File: src/rtl/core/irm_pkg.sv
// Package for the interval range map: table size, request and response types,
// status codes and register addresses. No dependencies.
`timescale 1ns / 1ps
package irm_pkg;
   localparam int TABLE_ENTRIES = 16;
   localparam int IDX_W = $clog2(TABLE_ENTRIES);
   localparam int CNT_W = $clog2(TABLE_ENTRIES + 1);
   localparam int ENTRY_W = 40;

   localparam logic OP_ASSIGN = 1'b0;
   localparam logic OP_LOOKUP = 1'b1;

   localparam logic [1:0] STATUS_DONE = 2'd0;
   localparam logic [1:0] STATUS_EMPTY = 2'd1;
   localparam logic [1:0] STATUS_FULL = 2'd2;

   localparam logic [2:0] REG_DEFAULT_VALUE = 3'd0;

   typedef struct packed {
      logic op;
      logic signed [31:0] key_begin;
      logic signed [31:0] key_end;
      logic [7:0] new_value;
      logic signed [31:0] query_key;
   } req_type;

   typedef struct packed {
      logic [7:0] found_value;
      logic [1:0] status;
   } rsp_type;

   // Commands from the controller to the datapath.
   typedef struct packed {
      logic load;       // capture request, clear counters
      logic scan;       // compare the entry read last cycle
      logic [IDX_W-1:0] rd_addr;
      logic wr_en;      // write to the scratch table
      logic wr_sel;     // 0 scratch, 1 count register
      logic [1:0] wr_src; // 0 old entry, 1 begin, 2 end
      logic [IDX_W-1:0] wr_addr;
      logic [CNT_W-1:0] new_count; // breakpoint count after a rebuild
      logic copy;       // main write takes scratch read data
   } cmd_type;

   // Status from the datapath to the controller.
   typedef struct packed {
      logic op;
      logic empty;
      logic full;
      logic rd_above;
      logic [CNT_W-1:0] below;
      logic [CNT_W-1:0] count;
      logic [7:0] found;
   } stat_type;

   localparam logic [1:0] SRC_OLD = 2'd0;
   localparam logic [1:0] SRC_BEGIN = 2'd1;
   localparam logic [1:0] SRC_END = 2'd2;
endpackage

File: src/rtl/core/irm_ram.sv
// Generic single-port-write, single-read RAM with a registered read.
// No dependencies.
`timescale 1ns / 1ps
module irm_ram #(
   parameter int WIDTH = 8,
   parameter int DEPTH = 16
) (
   input logic clock,
   input logic wr_en,
   input logic [$clog2(DEPTH)-1:0] wr_addr,
   input logic [WIDTH-1:0] wr_data,
   input logic [$clog2(DEPTH)-1:0] rd_addr,
   output logic [WIDTH-1:0] rd_data
);
   logic [WIDTH-1:0] mem_ff [DEPTH];
   always_ff @(posedge clock) begin
      if (wr_en) begin
         mem_ff[wr_addr] <= wr_data;
      end
      rd_data <= mem_ff[rd_addr];
   end
endmodule

File: src/rtl/core/irm_datapath.sv
// Datapath of the interval range map: request register, main and scratch
// tables, scan compares and counters. Depends on irm_pkg and irm_ram.
`timescale 1ns / 1ps
module irm_datapath import irm_pkg::*; (
   input logic clock,
   input logic reset,
   input req_type req,
   input logic [7:0] default_value,
   input cmd_type cmd,
   output stat_type stat
);
   req_type req_ff;
   logic [CNT_W-1:0] count_ff, count_in;
   logic [CNT_W-1:0] below_ff, above_ff;
   logic [7:0] found_ff, endval_ff;
   logic [ENTRY_W-1:0] main_rd, tmp_rd, wr_data, main_wd;
   logic signed [31:0] rd_key, probe;
   logic rd_lt, rd_gt, rd_le_end, rd_le_q;
   logic [CNT_W:0] need;

   assign rd_key = main_rd[ENTRY_W-1:8];
   assign probe = (req_ff.op == OP_LOOKUP) ? req_ff.query_key : req_ff.key_end;
   assign rd_lt = rd_key < req_ff.key_begin;
   assign rd_gt = rd_key > req_ff.key_end;
   assign rd_le_end = rd_key <= probe;
   assign rd_le_q = rd_le_end;

   always_comb begin
      case (cmd.wr_src)
         SRC_BEGIN: wr_data = {req_ff.key_begin, req_ff.new_value};
         SRC_END: wr_data = {req_ff.key_end, endval_ff};
         default: wr_data = main_rd;
      endcase
   end
   assign main_wd = tmp_rd;

   irm_ram #(.WIDTH(ENTRY_W), .DEPTH(TABLE_ENTRIES)) u_main (
      .clock(clock), .wr_en(cmd.copy), .wr_addr(cmd.wr_addr), .wr_data(main_wd),
      .rd_addr(cmd.rd_addr), .rd_data(main_rd));
   irm_ram #(.WIDTH(ENTRY_W), .DEPTH(TABLE_ENTRIES)) u_tmp (
      .clock(clock), .wr_en(cmd.wr_en & ~cmd.wr_sel), .wr_addr(cmd.wr_addr),
      .wr_data(wr_data), .rd_addr(cmd.rd_addr), .rd_data(tmp_rd));

   always_comb begin
      count_in = count_ff;
      if (cmd.wr_en && cmd.wr_sel) begin
         count_in = cmd.new_count;
      end
   end

   always_ff @(posedge clock) begin
      if (reset) begin
         count_ff <= '0;
      end else begin
         count_ff <= count_in;
      end
      if (cmd.load) begin
         req_ff <= req;
         below_ff <= '0;
         above_ff <= '0;
         found_ff <= default_value;
         endval_ff <= default_value;
      end else if (cmd.scan) begin
         if (rd_lt) below_ff <= below_ff + 1'b1;
         if (rd_gt) above_ff <= above_ff + 1'b1;
         if (rd_le_q) begin
            found_ff <= main_rd[7:0];
            endval_ff <= main_rd[7:0];
         end
      end
   end

   assign need = {1'b0, below_ff} + {1'b0, above_ff} + 2'd2;
   assign stat.op = req_ff.op;
   assign stat.empty = !(req_ff.key_begin < req_ff.key_end);
   assign stat.full = need > (CNT_W + 1)'(TABLE_ENTRIES);
   assign stat.rd_above = rd_gt;
   assign stat.below = below_ff;
   assign stat.count = count_ff;
   assign stat.found = found_ff;
endmodule

File: src/rtl/core/irm_control.sv
// Sequencer of the interval range map: count scan, then, for a performed
// assign, rebuild into the scratch table and copy back; respond. Depends on irm_pkg.
`timescale 1ns / 1ps
module irm_control import irm_pkg::*; (
   input logic clock,
   input logic reset,
   input logic req_valid,
   output logic req_ready,
   output logic rsp_valid,
   input logic rsp_ready,
   output rsp_type rsp,
   input stat_type stat,
   output cmd_type cmd
);
   localparam logic [2:0] S_IDLE = 3'd0;
   localparam logic [2:0] S_SCAN = 3'd1;
   localparam logic [2:0] S_DECIDE = 3'd2;
   localparam logic [2:0] S_BUILD = 3'd3;
   localparam logic [2:0] S_COPY = 3'd4;
   localparam logic [2:0] S_RESP = 3'd5;

   logic [2:0] state_ff, state_in;
   logic [CNT_W-1:0] idx_ff, idx_in;     // read pointer
   logic [CNT_W-1:0] wp_ff, wp_in;       // scratch write pointer
   logic pend_ff, pend_in;               // a read is in flight
   logic phase_ff, phase_in;             // build: 0 below part, 1 above part
   logic ins_ff, ins_in;                 // begin/end inserted
   rsp_type rsp_ff, rsp_in;
   logic rsp_valid_ff, rsp_valid_in;
   logic [CNT_W-1:0] last;

   assign last = stat.count;
   assign req_ready = (state_ff == S_IDLE) && !rsp_valid_ff;
   assign rsp_valid = rsp_valid_ff;
   assign rsp = rsp_ff;

   always_comb begin
      state_in = state_ff;
      idx_in = idx_ff;
      wp_in = wp_ff;
      pend_in = 1'b0;
      phase_in = phase_ff;
      ins_in = ins_ff;
      rsp_in = rsp_ff;
      rsp_valid_in = rsp_valid_ff;
      cmd = '0;
      cmd.rd_addr = idx_ff[IDX_W-1:0];
      cmd.wr_addr = wp_ff[IDX_W-1:0];
      if (rsp_valid_ff && rsp_ready) rsp_valid_in = 1'b0;
      case (state_ff)
         S_IDLE: begin
            if (req_valid && req_ready) begin
               cmd.load = 1'b1;
               idx_in = '0;
               state_in = S_SCAN;
            end
         end
         S_SCAN: begin
            cmd.scan = pend_ff;
            if (idx_ff < last) begin
               pend_in = 1'b1;
               idx_in = idx_ff + 1'b1;
            end else if (!pend_ff) begin
               state_in = S_DECIDE;
            end
         end
         S_DECIDE: begin
            idx_in = '0;
            wp_in = '0;
            phase_in = 1'b0;
            ins_in = 1'b0;
            if (stat.op == OP_LOOKUP) begin
               rsp_in = '{found_value: stat.found, status: STATUS_DONE};
               state_in = S_RESP;
            end else if (stat.empty) begin
               rsp_in = '{found_value: 8'd0, status: STATUS_EMPTY};
               state_in = S_RESP;
            end else if (stat.full) begin
               rsp_in = '{found_value: 8'd0, status: STATUS_FULL};
               state_in = S_RESP;
            end else begin
               rsp_in = '{found_value: 8'd0, status: STATUS_DONE};
               state_in = S_BUILD;
            end
         end
         S_BUILD: begin
            // Entries below begin occupy the first stat.below slots.
            if (!phase_ff) begin
               if (pend_ff) begin
                  cmd.wr_en = 1'b1;
                  cmd.wr_src = SRC_OLD;
                  wp_in = wp_ff + 1'b1;
               end
               if (idx_ff < stat.below) begin
                  pend_in = 1'b1;
                  idx_in = idx_ff + 1'b1;
               end else if (!pend_ff) begin
                  phase_in = 1'b1;
               end
            end else if (ins_ff == 1'b0) begin
               cmd.wr_en = 1'b1;
               cmd.wr_src = (wp_ff == stat.below) ? SRC_BEGIN : SRC_END;
               wp_in = wp_ff + 1'b1;
               if (wp_ff != stat.below) ins_in = 1'b1;
            end else begin
               cmd.wr_en = pend_ff && stat.rd_above;
               cmd.wr_src = SRC_OLD;
               if (cmd.wr_en) wp_in = wp_ff + 1'b1;
               if (idx_ff < last) begin
                  pend_in = 1'b1;
                  idx_in = idx_ff + 1'b1;
               end else if (!pend_ff) begin
                  idx_in = '0;
                  state_in = S_COPY;
               end
            end
         end
         S_COPY: begin
            // Scratch read data for idx-1 is written to main at idx-1.
            cmd.copy = pend_ff;
            cmd.wr_addr = IDX_W'(idx_ff - 1'b1);
            if (idx_ff < wp_ff) begin
               pend_in = 1'b1;
               idx_in = idx_ff + 1'b1;
            end else if (!pend_ff) begin
               cmd.wr_en = 1'b1;
               cmd.wr_sel = 1'b1;
               cmd.wr_addr = wp_ff[IDX_W-1:0];
               cmd.new_count = wp_ff;
               state_in = S_RESP;
            end
         end
         S_RESP: begin
            if (!rsp_valid_ff) begin
               rsp_valid_in = 1'b1;
               state_in = S_IDLE;
            end
         end
         default: state_in = S_IDLE;
      endcase
   end

   always_ff @(posedge clock) begin
      if (reset) begin
         state_ff <= S_IDLE;
         rsp_valid_ff <= 1'b0;
         pend_ff <= 1'b0;
      end else begin
         state_ff <= state_in;
         rsp_valid_ff <= rsp_valid_in;
         pend_ff <= pend_in;
      end
      idx_ff <= idx_in;
      wp_ff <= wp_in;
      phase_ff <= phase_in;
      ins_ff <= ins_in;
      rsp_ff <= rsp_in;
   end

   a_no_accept_busy: assert property (@(posedge clock) disable iff (reset)
      (state_ff != S_IDLE) |-> !req_ready) else $error("request taken while busy");
   a_rsp_holds: assert property (@(posedge clock) disable iff (reset)
      (rsp_valid_ff && !rsp_ready) |=> (rsp_valid_ff && $stable(rsp_ff)))
      else $error("response dropped");
   a_count_bound: assert property (@(posedge clock) disable iff (reset)
      stat.count <= CNT_W'(TABLE_ENTRIES)) else $error("table count overflow");
endmodule

File: src/rtl/core/interval_range_map.sv
// Top level of the interval range map: configuration register, controller
// and datapath. Depends on irm_pkg, irm_control and irm_datapath.
`timescale 1ns / 1ps
// A lookup, an empty assign and a refused assign raise rsp_valid after a scan
// of the table. A performed assign scans the table, rebuilds it into a scratch
// table and copies it back, each pass walking a single RAM read port one entry
// per cycle. One request is in work at a time, and the next request is taken
// only after the response has left its output register.
module interval_range_map import irm_pkg::*; (
   input logic clock,
   input logic reset,
   input logic req_valid,
   output logic req_ready,
   input req_type req_data,
   output logic rsp_valid,
   input logic rsp_ready,
   output rsp_type rsp_data,
   input logic psel,
   input logic penable,
   input logic pwrite,
   input logic [2:0] paddr,
   input logic [31:0] pwdata,
   output logic [31:0] prdata,
   output logic pready
);
   logic [7:0] default_ff;
   cmd_type cmd;
   stat_type stat;

   assign pready = 1'b1;
   assign prdata = (paddr == REG_DEFAULT_VALUE) ? {24'd0, default_ff} : 32'd0;

   always_ff @(posedge clock) begin
      if (reset) begin
         default_ff <= 8'd0;
      end else if (psel && penable && pwrite && paddr == REG_DEFAULT_VALUE) begin
         default_ff <= pwdata[7:0];
      end
   end

   irm_control u_control (
      .clock(clock), .reset(reset), .req_valid(req_valid), .req_ready(req_ready),
      .rsp_valid(rsp_valid), .rsp_ready(rsp_ready), .rsp(rsp_data),
      .stat(stat), .cmd(cmd));
   irm_datapath u_datapath (
      .clock(clock), .reset(reset), .req(req_data), .default_value(default_ff),
      .cmd(cmd), .stat(stat));
endmodule
File: config.mk
export PLATFORM = sky130hd
export DESIGN_NAME = interval_range_map
export DESIGN_NICKNAME = d
export VERILOG_FILES = /design/src/rtl/core/irm_pkg.sv /design/src/rtl/core/irm_ram.sv /design/src/rtl/core/irm_datapath.sv /design/src/rtl/core/irm_control.sv /design/src/rtl/core/interval_range_map.sv
export SDC_FILE = /design/constraint.sdc
export NUM_CORES = 2
export LEC_CHECK = 0
export BUFFER_PORTS_ARGS = -buffer_cell sky130_fd_sc_hd__buf_4
export CAP_MARGIN = 5
export CORE_MARGIN = 2
export CORE_UTILIZATION = 60
export CTS_CLUSTER_DIAMETER = 100
export CTS_CLUSTER_SIZE = 20
export DETAILED_ROUTE_END_ITERATION = 12
export GPL_ROUTABILITY_DRIVEN = 0
export PLACE_DENSITY = 0.81
export SETUP_SLACK_MARGIN = 0.15
export SLEW_MARGIN = 40
export SYNTH_ARGS = -nofsm -noshare
export SYNTH_HDL_FRONTEND = slang
export SYNTH_SLANG_ARGS = --single-unit
File: constraint.sdc
create_clock -name clock -period 12 [get_ports clock]
set_clock_uncertainty 0.15 [all_clocks]
set_input_delay 1.8 -clock clock [delete_from_list [all_inputs] [get_ports clock]]
set_output_delay 1.8 -clock clock [all_outputs]
set_load 0.02 [all_outputs]
Yosys cells after proc, flatten, opt, wreduce, memory -nomap -nowiden:

Memories as Yosys holds them, arrays and structs flattened. A register that Yosys moved wholly into a read port is not among the register bits.
Index checks and enable logic that the tools add are counted.

* word-level logic and storage cells: 164
* input port bits: 147
* bits in registers: 163
* memories kept: 2
* bits in writable memories: 1280

* $lt $le $gt $ge: 8
* add/sub/neg operators: 7
* eq/ne operators: 26
* reductions and logical operators: 23
* mux-type cells: 75
* bitwise logic cells: 3

Memories
* u_datapath.u_main.mem_ff: depth 16, width 40, read ports 1, clocked after Yosys merged registers in 1, write ports 1, RTL line irm_ram.sv:15 `logic [WIDTH-1:0] mem_ff [DEPTH];`
* u_datapath.u_tmp.mem_ff: depth 16, width 40, read ports 1, clocked after Yosys merged registers in 1, write ports 1, RTL line irm_ram.sv:15

Operator list (number)
* one-hot mux 40 bit (2 select lines): 1
* less-than comparator 32 bit: 2
* 2-to-1 mux 5 bit: 12
* 2-to-1 mux 3 bit: 13
* > comparator 32 bit: 1
* less-or-equal comparator 32 bit: 1
* 2-to-1 mux 32 bit: 1
* 2-to-1 mux 8 bit: 4
* 2-to-1 mux 10 bit: 3
* 2-to-1 mux 1 bit: 25
* one-hot mux 5 bit (5 select lines): 1
* adder 5 x 1 -> 5 bit, second input constant: 4
* 2-to-1 mux 9 bit: 2
* one-hot mux 3 bit (6 select lines): 1
* != test 2 bit, second input constant: 8
* less-than comparator 5 bit: 3
* 2-to-1 mux 2 bit: 7
* one-hot mux 5 bit (2 select lines): 1
* AND reduction 10 bit: 1
* logical AND 1 bit: 8
* != test 2 x 1 -> 1 bit, second input constant: 4
* != test 4 bit, second input constant: 2
* AND reduction 2 bit: 4
* AND reduction 7 bit: 1
* other kinds (23): 32

Depth between registers and ports, before layout:

* depth in word-level cells: 8
* depth in mapped cells: 14
* depth with buffers taken out: 14

Modules after synthesis:

From an unflattened synthesis, not the netlist that was laid out.

* cell total of the unflattened synthesis: 3173
* area, all modules: 61391.4 µm²

Modules (own cells, without submodules)
* irm_ram: times used 2, area an instance 25131.6 µm², cells each 1040, sequential area each 20019.2 µm²
* irm_datapath: times used 1, area an instance 8562.0 µm², cells each 810, sequential area each 3693.5 µm²
* irm_control: times used 1, area an instance 1930.6 µm², cells each 212, sequential area each 760.7 µm²
* interval_range_map: times used 1, area an instance 635.6 µm², cells each 71, sequential area each 160.2 µm²

Worst setup path before layout:

Ideal clock, no wire load.

* path type: input to register
* start: input port req_valid
* end: register u_datapath.req_ff[0] in the netlist's numbering, enable pin
* path slack: 6268 ps
* data required time: 11339 ps
* stages on the path: 3
* arrival: 5072 ps
* library setup time: 511 ps
* cells stage by stage: nand2_2 inv_2 clkbuf_1

RTL lines
* start, declared: RTL line interval_range_map.sv:12 `input logic req_valid,`
* end signal, assigned: RTL line irm_datapath.sv:58 `req_ff <= req;`
* end, declared: RTL line irm_datapath.sv:12 `req_type req_ff;`

Final worst setup path:

* start: register u_datapath.req_ff[50] in the netlist's numbering
* end: memory u_datapath.u_tmp.mem_ff[10][21] in the netlist's numbering, enable pin

* longest elaborated chain between the ends: 8

Ends and longest elaborated chain
* > comparator 32 bit: RTL line irm_datapath.sv:24 `assign rd_gt = rd_key > req_ff.key_end;`
* logical AND 1 bit: RTL line irm_control.sv:106 `cmd.wr_en = pend_ff && stat.rd_above;`
* 2-to-1 mux 1 bit: RTL line irm_control.sv:100 `end else if (ins_ff == 1'b0) begin`
* 2-to-1 mux 1 bit: RTL line irm_control.sv:88 `if (!phase_ff) begin`
* one-hot mux 1 bit (2 select lines): RTL line irm_control.sv:50 `case (state_ff)`
* bitwise AND 1 bit: RTL line irm_datapath.sv:41 `.clock(clock), .wr_en(cmd.wr_en & ~cmd.wr_sel), .wr_addr(cmd.wr_addr),`
* 2-to-1 mux 1 bit: RTL line irm_ram.sv:17 `if (wr_en) begin`
* 2-to-1 mux 1 bit (not written as such): RTL line irm_ram.sv:18 `mem_ff[wr_addr] <= wr_data;`
* end, declared: RTL line irm_ram.sv:15

No other way between the ends.

==> flow_metrics.py <==
metrics = {
    "outcome": {
        "status": "completed",
    },
    "floorplanning": {
        "die_h_um": 321.6,
        "die_w_um": 321.6,
        "die-area_sq_mm": 0.1034,
        "io_pins": 192,
        "start_util_pct": 60.50,
        "placement_rows": 116,
        "coreArea_sq_mm": 0.1000,
    },
    "clock_tree": {
        "clk_pin_slew_ns": 0.08,
        "cts_hold_buf": 0,
        "cts_resized": 0,
        "htreeDepth": 3,
        "ctsRootBufferMaster": "clkbuf_16",
        "post_cts_buffers": 0,
        "clock_tree.buffer_depth": 3,
        "cts_made_buffers": 86,
        "worstSkewPairLatency_ns": 0.69,
        "cts_tree": "built",
        "clock-sinks": 1523,
    },
    "worst_setup_path": {
        "worstPathRequired_ns": 12.23,
        "cp_max_fo": 24,
        "start_kind": "register",
        "endpoint_kind": "register",
        "critical_path_class": "reg2reg",
        "cp.arrival_ns": 5.28,
    },
    "sta": {
        "final-hold-violation-count": 0,
        "period_needed_ns": 5.046,
        "setup_viol": 0,
        "rsz0062_at_grt": "no",
        "fmax_mhz": 198.2,
        "fin_crit_sh_pct": 42.05,
        "worst_pin_slew_ns": 0.7996,
        "fin_tns_setup_ns": 0,
        "slew_headroom_pct": 45.17,
        "slew_viol_final": 0,
    },
    "final_layout": {
        "fin_nets": 3453,
        "layout_common_cells": "edfxtp_1, mux4_2, buf_4",
        "final_common_cell": "edfxtp_1",
        "post-route-util_pct": 66.41,
        "fillers": 5947,
        "stdcell_area_sq_mm": 0.06641,
        "drive_gt1_share_pct": 24.53,
        "area_delta_synth_final_pct": 9.754,
    },
    "synth": {
        "syn_area_sq_mm": 0.06051,
        "yosysTopAreaCellShare_pct": 70.23,
        "ys_top_cells_by_area": "edfxtp_1, mux4_2, dfxtp_1, ha_1, mux2i_1",
        "synth_area_leader_cell": "edfxtp_1",
        "syn_inst": 2977,
        "ys_seq_elements": 1523,
        "yosysWarnings": 0,
        "synth-main-ff-cell": "edfxtp_1",
        "ys_types": 66,
        "synth-seq-area-share_pct": 73.80,
        "synthArstFlopShare_pct": 0,
        "synth.avg_cell_area_sq_um": 20.32,
        "synth-edff-count": 1415,
    },
    "detailed_routing": {
        "drtIter0Drc": 4774,
        "post-route-drc-count": 0,
        "wl_per_cell_um": 32.94,
        "wl_um": 148800,
        "drt_pass1_iterations": 6,
        "via_per_inst": 6.935,
        "drtAntennaViolNets": 0,
        "vias": 31340,
    },
    "grt": {
        "grt-ovfl-total": 0,
        "grt_pass1_wl_um": 213000,
        "grt.total_usage_pct": 28.98,
        "grt_pass1_vias": 31349,
        "antenna_found_initial": 1,
        "grt_max_degree": 96,
    },
    "worst_hold_path": {
        "min_path_type": "reg2reg",
    },
    "placement": {
        "dp.final_hpwl_um": 80880,
        "io_buffers": 142,
        "place_area_sq_mm": 0.06382,
    },
    "flow_run": {
        "maxCapViolCount": 0,
    },
    "power": {
        "peakVddDrop_mv": 0.2221,
        "total_power_w": 0.01459,
        "p_leak_nw": 21.68,
        "power_density_mw_per_mm2": 219.7,
    },
}
## state kept, by name (all words and copies together), names as in the netlist, 3 cells and up
register,count
u_datapath.found_ff,8
u_datapath.u_tmp.mem_ff,640
u_control.rsp,10
u_datapath.above_ff,5
u_control.wp_ff,5
u_control.idx_ff,5
default_ff,8
u_datapath.below_ff,5
u_datapath.count_ff,5
u_datapath.u_tmp.rd_data,40
u_control.state_ff,3
u_datapath.u_main.mem_ff,640
u_datapath.req_ff,104
u_datapath.u_main.rd_data,40
## layout make-up
type                       count  area, sq um  share of cell area [%]
sequential                  1523        44650                   67.24
multi-input combinational   1222        15200                   22.89
clock buffer                 151         2439                   3.672
timing repair buffer         216         1996                   3.005
tap                         1298         1624                   2.446
inverter                     102        385.4                  0.5803
clock inverter                 6        105.1                  0.1583
antenna                        1        2.502                0.003768
## cells by family (layout without fill, tap and decap cells)
group / after synthesis / count (layout) / share of synthesized area (%)
DFF: 1523 / 1523 / 73.80
AOI/OAI and AO/OA: 252 / 252 / 2.664
adders and majority gates: 155 / 155 / 3.218
and+or+nand+nor: 319 / 319 / 2.455
muxes: 455 / 455 / 15.83
xor gates and xnor gates: 16 / 16 / 0.2316
other: 2 / 26 / 0.01241
buffers and inverters: 255 / 475 / 1.795
## path summary, 6_finish.rpt
check	from	slack [ns]	cells past startpoint	end
worst max register to register	u_datapath.req_ff[50]$_DFFE_PP_	6.95	12	u_datapath.u_tmp.mem_ff[10][21]$_DFFE_PP_
worst min-delay path	u_datapath.above_ff[4]$_SDFFE_PP0P_	0.35	2	u_datapath.above_ff[4]$_SDFFE_PP0P_
worst min register to register	u_datapath.above_ff[4]$_SDFFE_PP0P_	0.35	2	u_datapath.above_ff[4]$_SDFFE_PP0P_
worst max-delay path	u_datapath.req_ff[50]$_DFFE_PP_	6.95	12	u_datapath.u_tmp.mem_ff[10][21]$_DFFE_PP_
## critical path: stages (launching register included)
cell and delay, ns:
edfxtp_1 0.52, inv_1 0.11, ha_1 0.34, nand3_1 0.30, nor4_1 0.69, a21boi_1 0.26, o31ai_1 0.14, a31o_2 0.25
o31ai_2 0.52, nand2_1 0.44, nor2_4 0.23, buf_4 0.46, buf_12 0.28
## cells in the mapped netlist, types with 10 or more instances
master and n:
edfxtp_1 1415, mux4_2 400, ha_1 154, nand2_1 115, dfxtp_1 108, inv_1 100, clkbuf_1 90, nor2_1 88
o21ai_0 66, a21oi_1 58, mux2i_1 51, a22oi_1 40, a21o_1 30, buf_4 25, nand3_1 23, nand4_1 21
buf_2 20, and2_1 17, buf_1 17, nor3_1 13, a31oi_1 10, xnor2_1 10
## through the flow
stage	setup slack, ns	std cells	hold WS [ns]
final	6.954	4519	0.3489
after floorplan	6.268	3000	0.2997
after CTS	7.156	4518	0.3456
after global placement	6.658	4350	0.3158
after detailed placement	7.175	4361	0.3328
after global routing	7.053	4518	0.3711
## per-layer routing
| metal | vias up | part of all wire [%] | GRT usage (%) |
|---|---|---|---|
| met5 | - | 0.0060 | 0 |
| met4 | 2 | 4.0 | 10.77 |
| met3 | 387 | 11 | 5.030 |
| met2 | 2325 | 50 | 48.31 |
| met1 | 16186 | 35 | 38.89 |
| li1 | 12440 | - | - |
## where the power goes
| part | total, W | internal (W) | switching [W] |
|---|---|---|---|
| Clock | 0.00305 | 0.00140 | 0.00165 |
| Sequential | 0.00740 | 0.00682 | 0.000579 |
| Combinational | 0.00414 | 0.00188 | 0.00225 |
| Total | 0.0146 | 0.0101 | 0.00448 |
(Power assumes the default switching activity.)
